`config.mk`:
```
export PLATFORM = sky130hd
export DESIGN_NAME = calendar_date_advance_top
export DESIGN_NICKNAME = d
export VERILOG_FILES = /design/src/hdl/cda_pkg.sv /design/src/hdl/calendar_date_advance_top.sv /design/src/hdl/cda_front.sv /design/src/hdl/cda_fifo.sv /design/src/hdl/cda_back.sv
export VERILOG_INCLUDE_DIRS = /design/src /design/src/hdl
export SDC_FILE = /design/constraint.sdc
export NUM_CORES = 1
export LEC_CHECK = 0
export ABC_CLOCK_PERIOD_IN_PS = 10600
export BUFFER_PORTS_ARGS = -buffer_cell sky130_fd_sc_hd__buf_4
export CAP_MARGIN = 10
export CORE_ASPECT_RATIO = 1.5
export CORE_MARGIN = 2
export CORE_UTILIZATION = 55
export DETAILED_ROUTE_END_ITERATION = 10
export PLACE_DENSITY = 0.78
export REMOVE_ABC_BUFFERS = 1
export SLEW_MARGIN = 30
export SYNTH_ARGS = -nofsm -noshare
export SYNTH_HDL_FRONTEND = slang
export SYNTH_HIERARCHICAL = 1
export SYNTH_SLANG_ARGS = --single-unit
```
`constraint.sdc`:
```
create_clock -name clk -period 10.6 [get_ports clk]
set_clock_uncertainty 0.2 [all_clocks]
set_input_delay 1.59 -clock clk [delete_from_list [all_inputs] [get_ports clk]]
set_output_delay 1.59 -clock clk [all_outputs]
set_load 0.01 [all_outputs]
```
`src/hdl/assert_macros.svh`:
```
`ifndef ASSERT_MACROS_SVH
`define ASSERT_MACROS_SVH

// checks that a condition holds at every clock edge outside reset
`define ASSERT_ALWAYS(label, expr, msg) \
	label: assert property (@(posedge clk) disable iff (!arst_n) (expr)) \
		else $error(msg);

// checks that a condition in the next cycle follows from a trigger
`define ASSERT_NEXT(label, trig, cons, msg) \
	label: assert property (@(posedge clk) disable iff (!arst_n) (trig) |=> (cons)) \
		else $error(msg);

`endif

```
`src/hdl/cda_pkg.sv`:
```
package cda_pkg;

	localparam int RESET_YEAR      = 1900;
	localparam int YEAR_CYCLE      = 400;
	localparam int CENTURY         = 100;
	localparam int RESET_YR_MOD    = RESET_YEAR % YEAR_CYCLE;
	localparam int MONTHS_PER_YEAR = 12;
	localparam int QUEUE_DEPTH     = 2;

	localparam logic [8:0] YR_MOD_LAST = 9'(YEAR_CYCLE - 1);

	typedef enum logic [1:0] {
		FS_IDLE,
		FS_REDUCE,
		FS_ISSUE
	} front_state_t;

	typedef enum logic [1:0] {
		BS_IDLE,
		BS_STEP,
		BS_REPORT
	} back_state_t;

	// command handed from the front to the back through the queue
	typedef struct packed {
		logic       is_load;
		logic [4:0] day;
		logic [3:0] month;
		logic [8:0] yr_mod;
	} cmd_t;

	// leap test on the year taken modulo 400
	function automatic logic is_leap(input logic [8:0] yr_mod);
		logic century;
		century = (yr_mod == 9'(CENTURY)) || (yr_mod == 9'(2 * CENTURY)) ||
			(yr_mod == 9'(3 * CENTURY));
		return (yr_mod[1:0] == 2'b00) && !century;
	endfunction

	function automatic logic [4:0] month_days(input logic [3:0] month, input logic leap);
		logic [4:0] len;
		unique case (month) inside
			4'd4, 4'd6, 4'd9, 4'd11: len = 5'd30;
			4'd2: len = leap ? 5'd29 : 5'd28;
			default: len = 5'd31;
		endcase
		return len;
	endfunction

endpackage

```
`src/hdl/calendar_date_advance_top.sv`:
```
// load transaction: the front reduces the year mod 400 (quotient, then remainder) before it queues the command
// advance transaction: the back steps days_to_add days, one day stepped per cycle
// for advances the back day-step loop sets the pace; the front overlaps the next transaction
// one result register decouples the output side, a two-entry queue sits between front and back
// reset: asynchronous, date becomes 1 jan 1900, queue and result register empty
`include "assert_macros.svh"

module calendar_date_advance_top #(
	parameter int YEAR_BITS  = 16,
	parameter int COUNT_BITS = 16
) (
	input  logic        clk,
	input  logic        arst_n,
	input  logic        push,
	output logic        full,
	input  logic        mode,
	input  logic [5:0]  new_day,
	input  logic [3:0]  new_month,
	input  logic [15:0] new_year,
	input  logic [15:0] days_to_add,
	output logic        empty,
	input  logic        pop,
	output logic [4:0]  out_day,
	output logic [3:0]  out_month,
	output logic [15:0] out_year
);
	import cda_pkg::*;

	localparam int Q_WIDTH = $bits(cmd_t) + YEAR_BITS + COUNT_BITS;

	logic [31:0]           new_year_ext, days_ext, out_year_ext;
	logic                  q_push, q_full, q_pop, q_empty;
	cmd_t                  f_cmd, b_cmd;
	logic [YEAR_BITS-1:0]  f_year, b_year, res_year;
	logic [COUNT_BITS-1:0] f_count, b_count;
	logic [Q_WIDTH-1:0]    q_wdata, q_rdata;
	logic                  res_in_range;

	assign new_year_ext = 32'(new_year);
	assign days_ext     = 32'(days_to_add);

	cda_front #(
		.YEAR_BITS  (YEAR_BITS),
		.COUNT_BITS (COUNT_BITS)
	) u_front (
		.clk         (clk),
		.arst_n      (arst_n),
		.push        (push),
		.full        (full),
		.mode        (mode),
		.new_day     (new_day),
		.new_month   (new_month),
		.new_year    (new_year_ext[YEAR_BITS-1:0]),
		.days_to_add (days_ext[COUNT_BITS-1:0]),
		.q_full      (q_full),
		.q_push      (q_push),
		.q_cmd       (f_cmd),
		.q_year      (f_year),
		.q_count     (f_count)
	);

	assign q_wdata = {f_cmd, f_year, f_count};

	cda_fifo #(
		.WIDTH (Q_WIDTH),
		.DEPTH (QUEUE_DEPTH)
	) u_queue (
		.clk    (clk),
		.arst_n (arst_n),
		.wr     (q_push),
		.wdata  (q_wdata),
		.full   (q_full),
		.rd     (q_pop),
		.rdata  (q_rdata),
		.empty  (q_empty)
	);

	assign {b_cmd, b_year, b_count} = q_rdata;

	cda_back #(
		.YEAR_BITS  (YEAR_BITS),
		.COUNT_BITS (COUNT_BITS)
	) u_back (
		.clk       (clk),
		.arst_n    (arst_n),
		.q_empty   (q_empty),
		.q_pop     (q_pop),
		.q_cmd     (b_cmd),
		.q_year    (b_year),
		.q_count   (b_count),
		.empty     (empty),
		.pop       (pop),
		.out_day   (out_day),
		.out_month (out_month),
		.out_year  (res_year)
	);

	assign out_year_ext = 32'(res_year);
	assign out_year     = out_year_ext[15:0];

	assign res_in_range = (out_day != 5'd0) && (out_month != 4'd0) &&
		(out_month <= 4'(MONTHS_PER_YEAR));

	`ASSERT_ALWAYS(a_no_queue_overrun, !(q_push && q_full), "front wrote into a full queue")
	`ASSERT_ALWAYS(a_no_queue_underrun, !(q_pop && q_empty), "back read from an empty queue")
	`ASSERT_NEXT(a_date_in_range, !empty, empty || res_in_range, "result date out of range")

endmodule

```
`src/hdl/cda_front.sv`:
```
module cda_front #(
	parameter int YEAR_BITS  = 16,
	parameter int COUNT_BITS = 16
) (
	input  logic                  clk,
	input  logic                  arst_n,
	input  logic                  push,
	output logic                  full,
	input  logic                  mode,
	input  logic [5:0]            new_day,
	input  logic [3:0]            new_month,
	input  logic [YEAR_BITS-1:0]  new_year,
	input  logic [COUNT_BITS-1:0] days_to_add,
	input  logic                  q_full,
	output logic                  q_push,
	output cda_pkg::cmd_t         q_cmd,
	output logic [YEAR_BITS-1:0]  q_year,
	output logic [COUNT_BITS-1:0] q_count
);
	import cda_pkg::*;

	// 400 = 16 * 25, so year / 400 is (year >> 4) / 25
	localparam int LOW_BITS    = 4;
	localparam int ODD_DIV     = YEAR_CYCLE >> LOW_BITS;
	localparam int X_W         = YEAR_BITS - LOW_BITS;
	localparam int RECIP_SHIFT = YEAR_BITS + 1;
	localparam int RECIP_W     = YEAR_BITS - 3;
	localparam int PROD_W      = X_W + RECIP_W;
	localparam int QUOT_W      = PROD_W - RECIP_SHIFT;
	localparam logic [RECIP_W-1:0] RECIP =
		RECIP_W'(((64'd1 << RECIP_SHIFT) + 64'(ODD_DIV - 1)) / 64'(ODD_DIV));

	front_state_t state_q, state_d;

	logic                  mode_q;
	logic [5:0]            day_q;
	logic [3:0]            month_q;
	logic [YEAR_BITS-1:0]  year_q;
	logic [COUNT_BITS-1:0] count_q;
	logic [8:0]            rem_q;
	logic [QUOT_W-1:0]     quot_q;
	logic                  phase_q;

	logic                 accept;
	logic [PROD_W-1:0]    prod;
	logic [YEAR_BITS-1:0] rem_full;
	logic [8:0]           rem_next;
	logic [3:0]           month_fix;
	logic [4:0]           month_len;
	logic                 day_ok;

	always_ff @(posedge clk or negedge arst_n) begin
		if (!arst_n) begin
			state_q <= FS_IDLE;
		end else begin
			state_q <= state_d;
		end
	end

	always_comb begin
		state_d = state_q;
		full    = 1'b1;
		q_push  = 1'b0;
		accept  = 1'b0;
		unique case (state_q)
			FS_IDLE: begin
				full = 1'b0;
				if (push) begin
					accept  = 1'b1;
					state_d = mode ? FS_ISSUE : FS_REDUCE;
				end
			end
			FS_REDUCE: begin
				if (phase_q) begin
					state_d = FS_ISSUE;
				end
			end
			FS_ISSUE: begin
				if (!q_full) begin
					q_push  = 1'b1;
					state_d = FS_IDLE;
				end
			end
			default: state_d = FS_IDLE;
		endcase
	end

	// year mod 400: quotient by reciprocal multiply first, remainder the cycle after
	assign prod     = PROD_W'(year_q[YEAR_BITS-1:LOW_BITS]) * PROD_W'(RECIP);
	assign rem_full = year_q - (YEAR_BITS'(quot_q) * YEAR_BITS'(YEAR_CYCLE));
	assign rem_next = rem_full[8:0];

	always_ff @(posedge clk) begin
		if (accept) begin
			mode_q  <= mode;
			day_q   <= new_day;
			month_q <= new_month;
			year_q  <= new_year;
			count_q <= days_to_add;
			rem_q   <= '0;
			phase_q <= 1'b0;
		end else if (state_q == FS_REDUCE) begin
			if (!phase_q) begin
				quot_q <= prod[PROD_W-1:RECIP_SHIFT];
			end else begin
				rem_q <= rem_next;
			end
			phase_q <= 1'b1;
		end
	end

	assign month_fix = ((month_q >= 4'd1) && (month_q <= 4'(MONTHS_PER_YEAR))) ?
		month_q : 4'd1;
	assign month_len = month_days(month_fix, is_leap(rem_q));
	assign day_ok    = (day_q != 6'd0) && (day_q <= 6'(month_len));

	assign q_cmd.is_load = !mode_q;
	assign q_cmd.day     = day_ok ? day_q[4:0] : 5'd1;
	assign q_cmd.month   = month_fix;
	assign q_cmd.yr_mod  = rem_q;
	assign q_year        = year_q;
	assign q_count       = count_q;

endmodule

```
`src/hdl/cda_fifo.sv`:
```
module cda_fifo #(
	parameter int WIDTH = 8,
	parameter int DEPTH = 2
) (
	input  logic             clk,
	input  logic             arst_n,
	input  logic             wr,
	input  logic [WIDTH-1:0] wdata,
	output logic             full,
	input  logic             rd,
	output logic [WIDTH-1:0] rdata,
	output logic             empty
);
	localparam int PTR_W = $clog2(DEPTH);
	localparam int CNT_W = $clog2(DEPTH + 1);

	logic [WIDTH-1:0] mem_q [DEPTH];
	logic [PTR_W-1:0] wr_ptr_q, rd_ptr_q;
	logic [CNT_W-1:0] cnt_q;
	logic             wr_en, rd_en;

	assign full  = (cnt_q == CNT_W'(DEPTH));
	assign empty = (cnt_q == '0);
	assign wr_en = wr && !full;
	assign rd_en = rd && !empty;
	assign rdata = mem_q[rd_ptr_q];

	always_ff @(posedge clk or negedge arst_n) begin
		if (!arst_n) begin
			wr_ptr_q <= '0;
			rd_ptr_q <= '0;
			cnt_q    <= '0;
		end else begin
			if (wr_en) begin
				wr_ptr_q <= (wr_ptr_q == PTR_W'(DEPTH - 1)) ? '0 : wr_ptr_q + 1'b1;
			end
			if (rd_en) begin
				rd_ptr_q <= (rd_ptr_q == PTR_W'(DEPTH - 1)) ? '0 : rd_ptr_q + 1'b1;
			end
			case ({wr_en, rd_en})
				2'b10: cnt_q <= cnt_q + 1'b1;
				2'b01: cnt_q <= cnt_q - 1'b1;
				default: cnt_q <= cnt_q;
			endcase
		end
	end

	always_ff @(posedge clk) begin
		if (wr_en) begin
			mem_q[wr_ptr_q] <= wdata;
		end
	end

endmodule

```
`src/hdl/cda_back.sv`:
```
module cda_back #(
	parameter int YEAR_BITS  = 16,
	parameter int COUNT_BITS = 16
) (
	input  logic                  clk,
	input  logic                  arst_n,
	input  logic                  q_empty,
	output logic                  q_pop,
	input  cda_pkg::cmd_t         q_cmd,
	input  logic [YEAR_BITS-1:0]  q_year,
	input  logic [COUNT_BITS-1:0] q_count,
	output logic                  empty,
	input  logic                  pop,
	output logic [4:0]            out_day,
	output logic [3:0]            out_month,
	output logic [YEAR_BITS-1:0]  out_year
);
	import cda_pkg::*;

	back_state_t state_q, state_d;

	logic [4:0]            cur_day_q;
	logic [3:0]            cur_month_q;
	logic [YEAR_BITS-1:0]  cur_year_q;
	logic [8:0]            yr_mod_q;
	logic [COUNT_BITS-1:0] remain_q;
	logic                  res_valid_q;

	logic load_en, count_en, step_en, res_wr, slot_free;
	logic [4:0] month_len;
	logic       month_end, year_end;

	assign slot_free = !res_valid_q || pop;

	always_ff @(posedge clk or negedge arst_n) begin
		if (!arst_n) begin
			state_q <= BS_IDLE;
		end else begin
			state_q <= state_d;
		end
	end

	always_comb begin
		state_d  = state_q;
		q_pop    = 1'b0;
		load_en  = 1'b0;
		count_en = 1'b0;
		step_en  = 1'b0;
		res_wr   = 1'b0;
		unique case (state_q)
			BS_IDLE: begin
				if (!q_empty) begin
					q_pop = 1'b1;
					if (q_cmd.is_load) begin
						load_en = 1'b1;
						state_d = BS_REPORT;
					end else begin
						count_en = 1'b1;
						state_d  = BS_STEP;
					end
				end
			end
			BS_STEP: begin
				if (remain_q == '0) begin
					state_d = BS_REPORT;
				end else begin
					step_en = 1'b1;
				end
			end
			BS_REPORT: begin
				if (slot_free) begin
					res_wr  = 1'b1;
					state_d = BS_IDLE;
				end
			end
			default: state_d = BS_IDLE;
		endcase
	end

	assign month_len = month_days(cur_month_q, is_leap(yr_mod_q));
	assign month_end = (cur_day_q >= month_len);
	assign year_end  = (cur_month_q >= 4'(MONTHS_PER_YEAR));

	always_ff @(posedge clk or negedge arst_n) begin
		if (!arst_n) begin
			cur_day_q   <= 5'd1;
			cur_month_q <= 4'd1;
			cur_year_q  <= YEAR_BITS'(RESET_YEAR);
			yr_mod_q    <= 9'(RESET_YR_MOD);
			res_valid_q <= 1'b0;
		end else begin
			if (load_en) begin
				cur_day_q   <= q_cmd.day;
				cur_month_q <= q_cmd.month;
				cur_year_q  <= q_year;
				yr_mod_q    <= q_cmd.yr_mod;
			end else if (step_en) begin
				if (!month_end) begin
					cur_day_q <= cur_day_q + 1'b1;
				end else begin
					cur_day_q <= 5'd1;
					if (!year_end) begin
						cur_month_q <= cur_month_q + 1'b1;
					end else begin
						cur_month_q <= 4'd1;
						cur_year_q  <= cur_year_q + 1'b1;
						// a wrap to year zero restarts the 400 year cycle too
						if ((&cur_year_q) || (yr_mod_q == YR_MOD_LAST)) begin
							yr_mod_q <= '0;
						end else begin
							yr_mod_q <= yr_mod_q + 1'b1;
						end
					end
				end
			end
			if (res_wr) begin
				res_valid_q <= 1'b1;
			end else if (pop) begin
				res_valid_q <= 1'b0;
			end
		end
	end

	always_ff @(posedge clk) begin
		if (count_en) begin
			remain_q <= q_count;
		end else if (step_en) begin
			remain_q <= remain_q - 1'b1;
		end
		if (res_wr) begin
			out_day   <= cur_day_q;
			out_month <= cur_month_q;
			out_year  <= cur_year_q;
		end
	end

	assign empty = !res_valid_q;

endmodule

```
### After elaboration in Yosys (flattened, before gate mapping)

Memory sizes are Yosys's and may differ from the RTL's.
Cells that the tools add are included.

| word-level totals | value |
|---|---|
| register bits | 145 |
| memory bits (writable) | 102 |
| output and inout port bits | 27 |
| logic and storage cells | 170 |
| memories kept | 1 |

| operators by class | value |
|---|---|
| add/sub/neg operators | 10 |
| $mul | 2 |
| $lt $le $gt $ge | 5 |
| equal/unequal tests | 30 |
| muxes and demuxes | 58 |
| bitwise gates (word level) | 2 |
| reduce and logical (&&, ||, !) cells | 40 |

Memories:

| memory | words | width | read ports | clocked after Yosys merged registers in | write ports | line | source |
|---|---|---|---|---|---|---|---|
| u_queue.mem_q | 2 | 51 | 1 | 0 | 1 | cda_fifo.sv:17 | `logic [WIDTH-1:0] mem_q [DEPTH];` |

Operators by type and width:

| kind | number |
|---|---|
| $mux W16 | 6 |
| $mux W9 | 5 |
| $eq A9 B9 Y1 const B | 3 |
| $mul A12 B13 Y25 const B | 1 |
| $mux W1 | 25 |
| $mux W4 | 5 |
| $mux W5 | 4 |
| $pmux W5 S2 | 2 |
| $eq A9 B7 Y1 const B | 2 |
| $eq A9 B8 Y1 const B | 2 |
| $add A16 B1 Y16 const B | 1 |
| $eq A4 B3 Y1 const B | 4 |
| $eq A4 B4 Y1 const B | 4 |
| $logic_not A16 Y1 | 1 |
| $mux W2 | 8 |
| $reduce_and A16 Y1 | 1 |
| $sub A16 B1 Y16 const B | 1 |
| $pmux W2 S3 | 2 |
| $reduce_and A3 Y1 | 4 |
| $reduce_bool A2 Y1 | 6 |
| $logic_not A2 Y1 | 5 |
| $add A9 B1 Y9 const B | 1 |
| $sub A9 B9 Y9 | 1 |
| $eq A2 B2 Y1 const B | 4 |
| 23 further kinds | 49 |

### Depth between registers and ports, before layout

| depth | value |
|---|---|
| depth after elaboration | 11 |
| mapped depth | 18 |

### Modules after synthesis

Netlist, hierarchy kept.

By module, submodules not included:

| module | instances | cells each | area each (sq um) | sequential area each (sq um) |
|---|---|---|---|---|
| cda_front | 1 | 434 | 4,937.2 | 1,691.6 |
| cda_back | 1 | 410 | 4,212.8 | 2,173.3 |
| cda_fifo | 1 | 177 | 4,129.0 | 3,163.0 |

### Worst setup path before layout

OpenSTA, ideal clock, no wires.

| path | value |
|---|---|
| kind | register to register |
| start point | reg u_front.year_q[13], in the netlist u_front/q_year[13] |
| end point | reg u_front.quot_q[3], data pin |
| data arrival time | 4.386 ns |
| required time | 10.140 ns |
| setup slack | 5.754 ns |
| stages on the path, launching flop included | 16 |
| buffers on the path | 0 |
| period minus slack after synthesis | 4.846 ns |
| cells stage by stage | edfxtp_1 -> fa_1 -> xor2_1 -> ha_1 -> fa_1 -> fa_1 -> inv_1 -> fa_1 -> inv_1 -> ha_1 -> a211o_1 -> o211ai_2 -> a21oi_2 -> nor3_4 -> o21bai_2 -> xor2_1 |

| on the way | value |
|---|---|
| longest elaborated chain between the ends | 1 |

RTL lines:

| element | line | source |
|---|---|---|
| from (decl) | cda_front.sv:38 | `logic [YEAR_BITS-1:0] year_q;` |
| from (signal assigned) | cda_front.sv:98 | `year_q <= new_year;` |
| $mul A12 B13 Y25 | cda_front.sv:89 | `assign prod = PROD_W'(year_q[YEAR_BITS-1:LOW_BITS]) * PROD_W'(RECIP);` |
| net u_front.prod[20] | cda_front.sv:45 | `logic [PROD_W-1:0] prod;` |
| to (signal assigned) | cda_front.sv:104 | `quot_q <= prod[PROD_W-1:RECIP_SHIFT];` |
| to (decl) | cda_front.sv:41 | `logic [QUOT_W-1:0] quot_q;` |

The timed path passes the listed nets, and every way through them passes these cells.
A chain may end at the register's enable or synchronous reset.

### Worst setup path after layout

Same ends and word-level chain as after synthesis.

==> results.yml <==
worst_hold_path:
  hold_end: "u_queue/mem_q[0][3]$_DFFE_PP_"
  hp-start: "u_front/q_count[3]$_DFFE_PP_"
  hold_path.class: "register to register"
  whs_path_depth: 0
setup_path:
  reg2reg_from: "u_front/q_year[13]$_DFFE_PP_"
  crit_slowest_cell: "fa_1"
  critPathMaxStageDelay_ns: 0.65
  worstSetupPathType: "register to register"
  r2r_end: "u_front/quot_q[3]$_DFFE_PP_"
  ff2ff_path_depth: 15
  cp-start-kind: "register"
  r2r_slack_ns: 5.42
  crit_top_cell: "fa_1"
  cp.required_ns: 10.66
  cp-end-kind: "register"
  arrival_ns: 5.24
  path_cells: "fa_1 > xor2_1 > ha_1 > fa_1 > fa_1 > inv_1 > fa_1 > inv_1 > ha_1 > a211o_1 > o211ai_2 > a21oi_2 > nor3_4 > o21bai_2 > xor2_1"
  worstPathMaxFanout: 8
grt:
  grt_pass1_wl_um: 41450
  grt_pass1_vias: 8325
  antenna_found_initial: 0
  grt_max_degree: 53
  grt-ovfl-total: 0
  track_usage: 0.2076
clock_network:
  post-cts-setup-buffers: 0
  cts_root_buffer: "clkbuf_16"
  cts_repair_resize_count: 0
  hold_buffers: 0
  cts_num_sinks: 244
  clk_pin_slew_ns: 0.06
  cts_buffer_depth: 3
  worstSkewPairLatency_ns: 0.53
  htreeDepth: 1
  cts_tree: "done"
  cts_buffers: 24
timing:
  holdWs_ns: 0.2470
  worstMarginPinSlew_ns: 0.9275
  min_period_over_period: 0.4883
  rsz0062_at_grt: "no"
  fmax_mhz: 193.2
  period_needed_ns: 5.176
  setup_viol: 0
  max_slew_margin: 0.3817
  fin_setup_tns_ns: 0
  maxSlewViolCount: 0
  hold_violations: 0
logic_synthesis:
  yosysMostFrequentCell: "edfxtp_1"
  synth_cell_type_count: 83
  synth_warnings: 6
  synth_cells: 1021
  synth_edf_count: 191
  yosys.area.top_type: "edfxtp_1"
  synth-async-reset-ratio: 0.1762
  synth_common_cells: "edfxtp_1, inv_1, ha_1, nand2_1, nor2_1"
  synth_flop_cell: "edfxtp_1"
  yosys.area.top_type_share: 0.4319
  ys_top_cells_by_area: "edfxtp_1, ha_1, fa_1"
  syn_avg_cell_area_um2: 13.01
  syn_area_um2: 13280
  synth_seq_cells: 244
  seq_area_frac_synth: 0.5293
layout:
  area_growth_pct: 11.46
  fin_util: 0.6234
  drive_above_1_share: 0.1937
  nets: 1277
  antenna_cells: 0
detailed_routing:
  drt-total-wl_um: 26050
  vias_per_cell: 5.666
  met3WireLength_um: 1002
  drcViolationCount: 0
  wl_per_cell_um: 18.23
  vias: 8096
  wl_met2_um: 14060
  m1WireLength_um: 9892
  first_pass_iters: 6
  drt_iter0_markers: 544
  ant_nets: 0
  highest_layer: "met4"
die:
  dieHeight_um: 194.3
  top_level_ports: 74
  die_w_um: 130.9
  num_rows: 69
  dieArea_um2: 25430
  core_um2: 23740
  start_util: 0.5593
place:
  hpwlAfterDp_um: 18760
  io_buffers: 73
  place.gp.congestion: 0.8543
outcome:
  outcome: "complete, no violations"
run:
  maxCapViolCount: 0
## metal layers
layer	vias up	track usage
met5	-	0
met4	0	0.09062
met3	63	0.01899
met2	223	0.3825
met1	3966	0.2409
li1	3844	-
## worst max-delay path: cells and delay by family, from the launching register on
family	cells	cell delay [ns]
DFF	1	0.53
AOI/OAI and AO/OA	4	0.59
buffers and inverters	2	0.12
and+or+nand+nor	1	0.28
adders and majority gates	6	2.87
xor gates and xnor gates	2	0.31
## cell type report
| class | instances | area (um2) |
|---|---|---|
| inverter | 109 | 409.1 |
| sequential | 244 | 7029 |
| tap | 319 | 399.1 |
| multi-input combinational | 635 | 5608 |
| timing repair buffer | 80 | 604.3 |
| clock buffer | 26 | 608.1 |
| clock inverter | 16 | 142.6 |
| fill | 1755 | 8941 |
## logic make-up after synthesis
family | after synthesis | share of synthesized area
xor gates and xnor gates | 36 | 0.02375
muxes | 52 | 0.05785
DFF | 244 | 0.5293
AOI/OAI and AO/OA | 159 | 0.08292
and+or+nand+nor | 252 | 0.1036
adders and majority gates | 136 | 0.1519
buffers and inverters | 142 | 0.05079
## worst max path at each step
| stage | startpoint | to | slack (ns) | depth (start not counted) |
|---|---|---|---|---|
| finish | u_front/q_year[13]$_DFFE_PP_ | u_front/quot_q[3]$_DFFE_PP_ | 5.42 | 15 |
| global route | u_front/q_year[13]$_DFFE_PP_ | u_front/quot_q[3]$_DFFE_PP_ | 5.25 | 15 |
| floorplan | u_queue/rd_ptr_q$_DFFE_PN0P_ | u_back/remain_q[10]$_DFFE_PP_ | 5.67 | 3 |
| detailed placement | u_front/q_year[13]$_DFFE_PP_ | u_front/quot_q[3]$_DFFE_PP_ | 5.43 | 15 |
| CTS | u_front/q_year[13]$_DFFE_PP_ | u_front/quot_q[3]$_DFFE_PP_ | 5.40 | 15 |
| global placement | u_front/q_year[10]$_DFFE_PP_ | u_front/quot_q[3]$_DFFE_PP_ | 5.57 | 16 |
## stage by stage
step,cell area (um2),setup slack [ns],std cells
2_1_floorplan,13010,5.674,988
3_3_place_gp,14040,5.566,1387
3_5_place_dp,14040,5.434,1387
4_1_cts,14790,5.398,1429
5_1_grt,14800,5.254,1429
6_report,14800,5.424,1429
## state kept, by name (all words and copies together), names as in the netlist, 4 cells and up
signal	cells
u_queue/mem_q	102
u_back/out_day	5
u_front/quot_q	5
u_back/out_year	16
u_back/cur_day_q	5
u_back/out_month	4
u_back/yr_mod_q	9
u_front/rem_q	9
u_front/month_q	4
u_back/cur_year_q	16
u_front/day_q	6
u_front/q_year	16
u_front/q_count	16
u_back/remain_q	16
u_back/cur_month_q	4
## placed cells by master (no fill, tap or decap), types with 27 or more instances in the layout
cell / count
edfxtp_1: 191
ha_1: 94
mux2_4: 49
o21ai_0: 33
fa_1: 42
inv_1: 109
buf_4: 79
nor2_1: 53
dfrtp_1: 29
nand2_1: 65
xnor2_1: 27
Power is not shown: default switching activity piles up to over one toggle a cycle in this logic, so the estimate is an artifact.
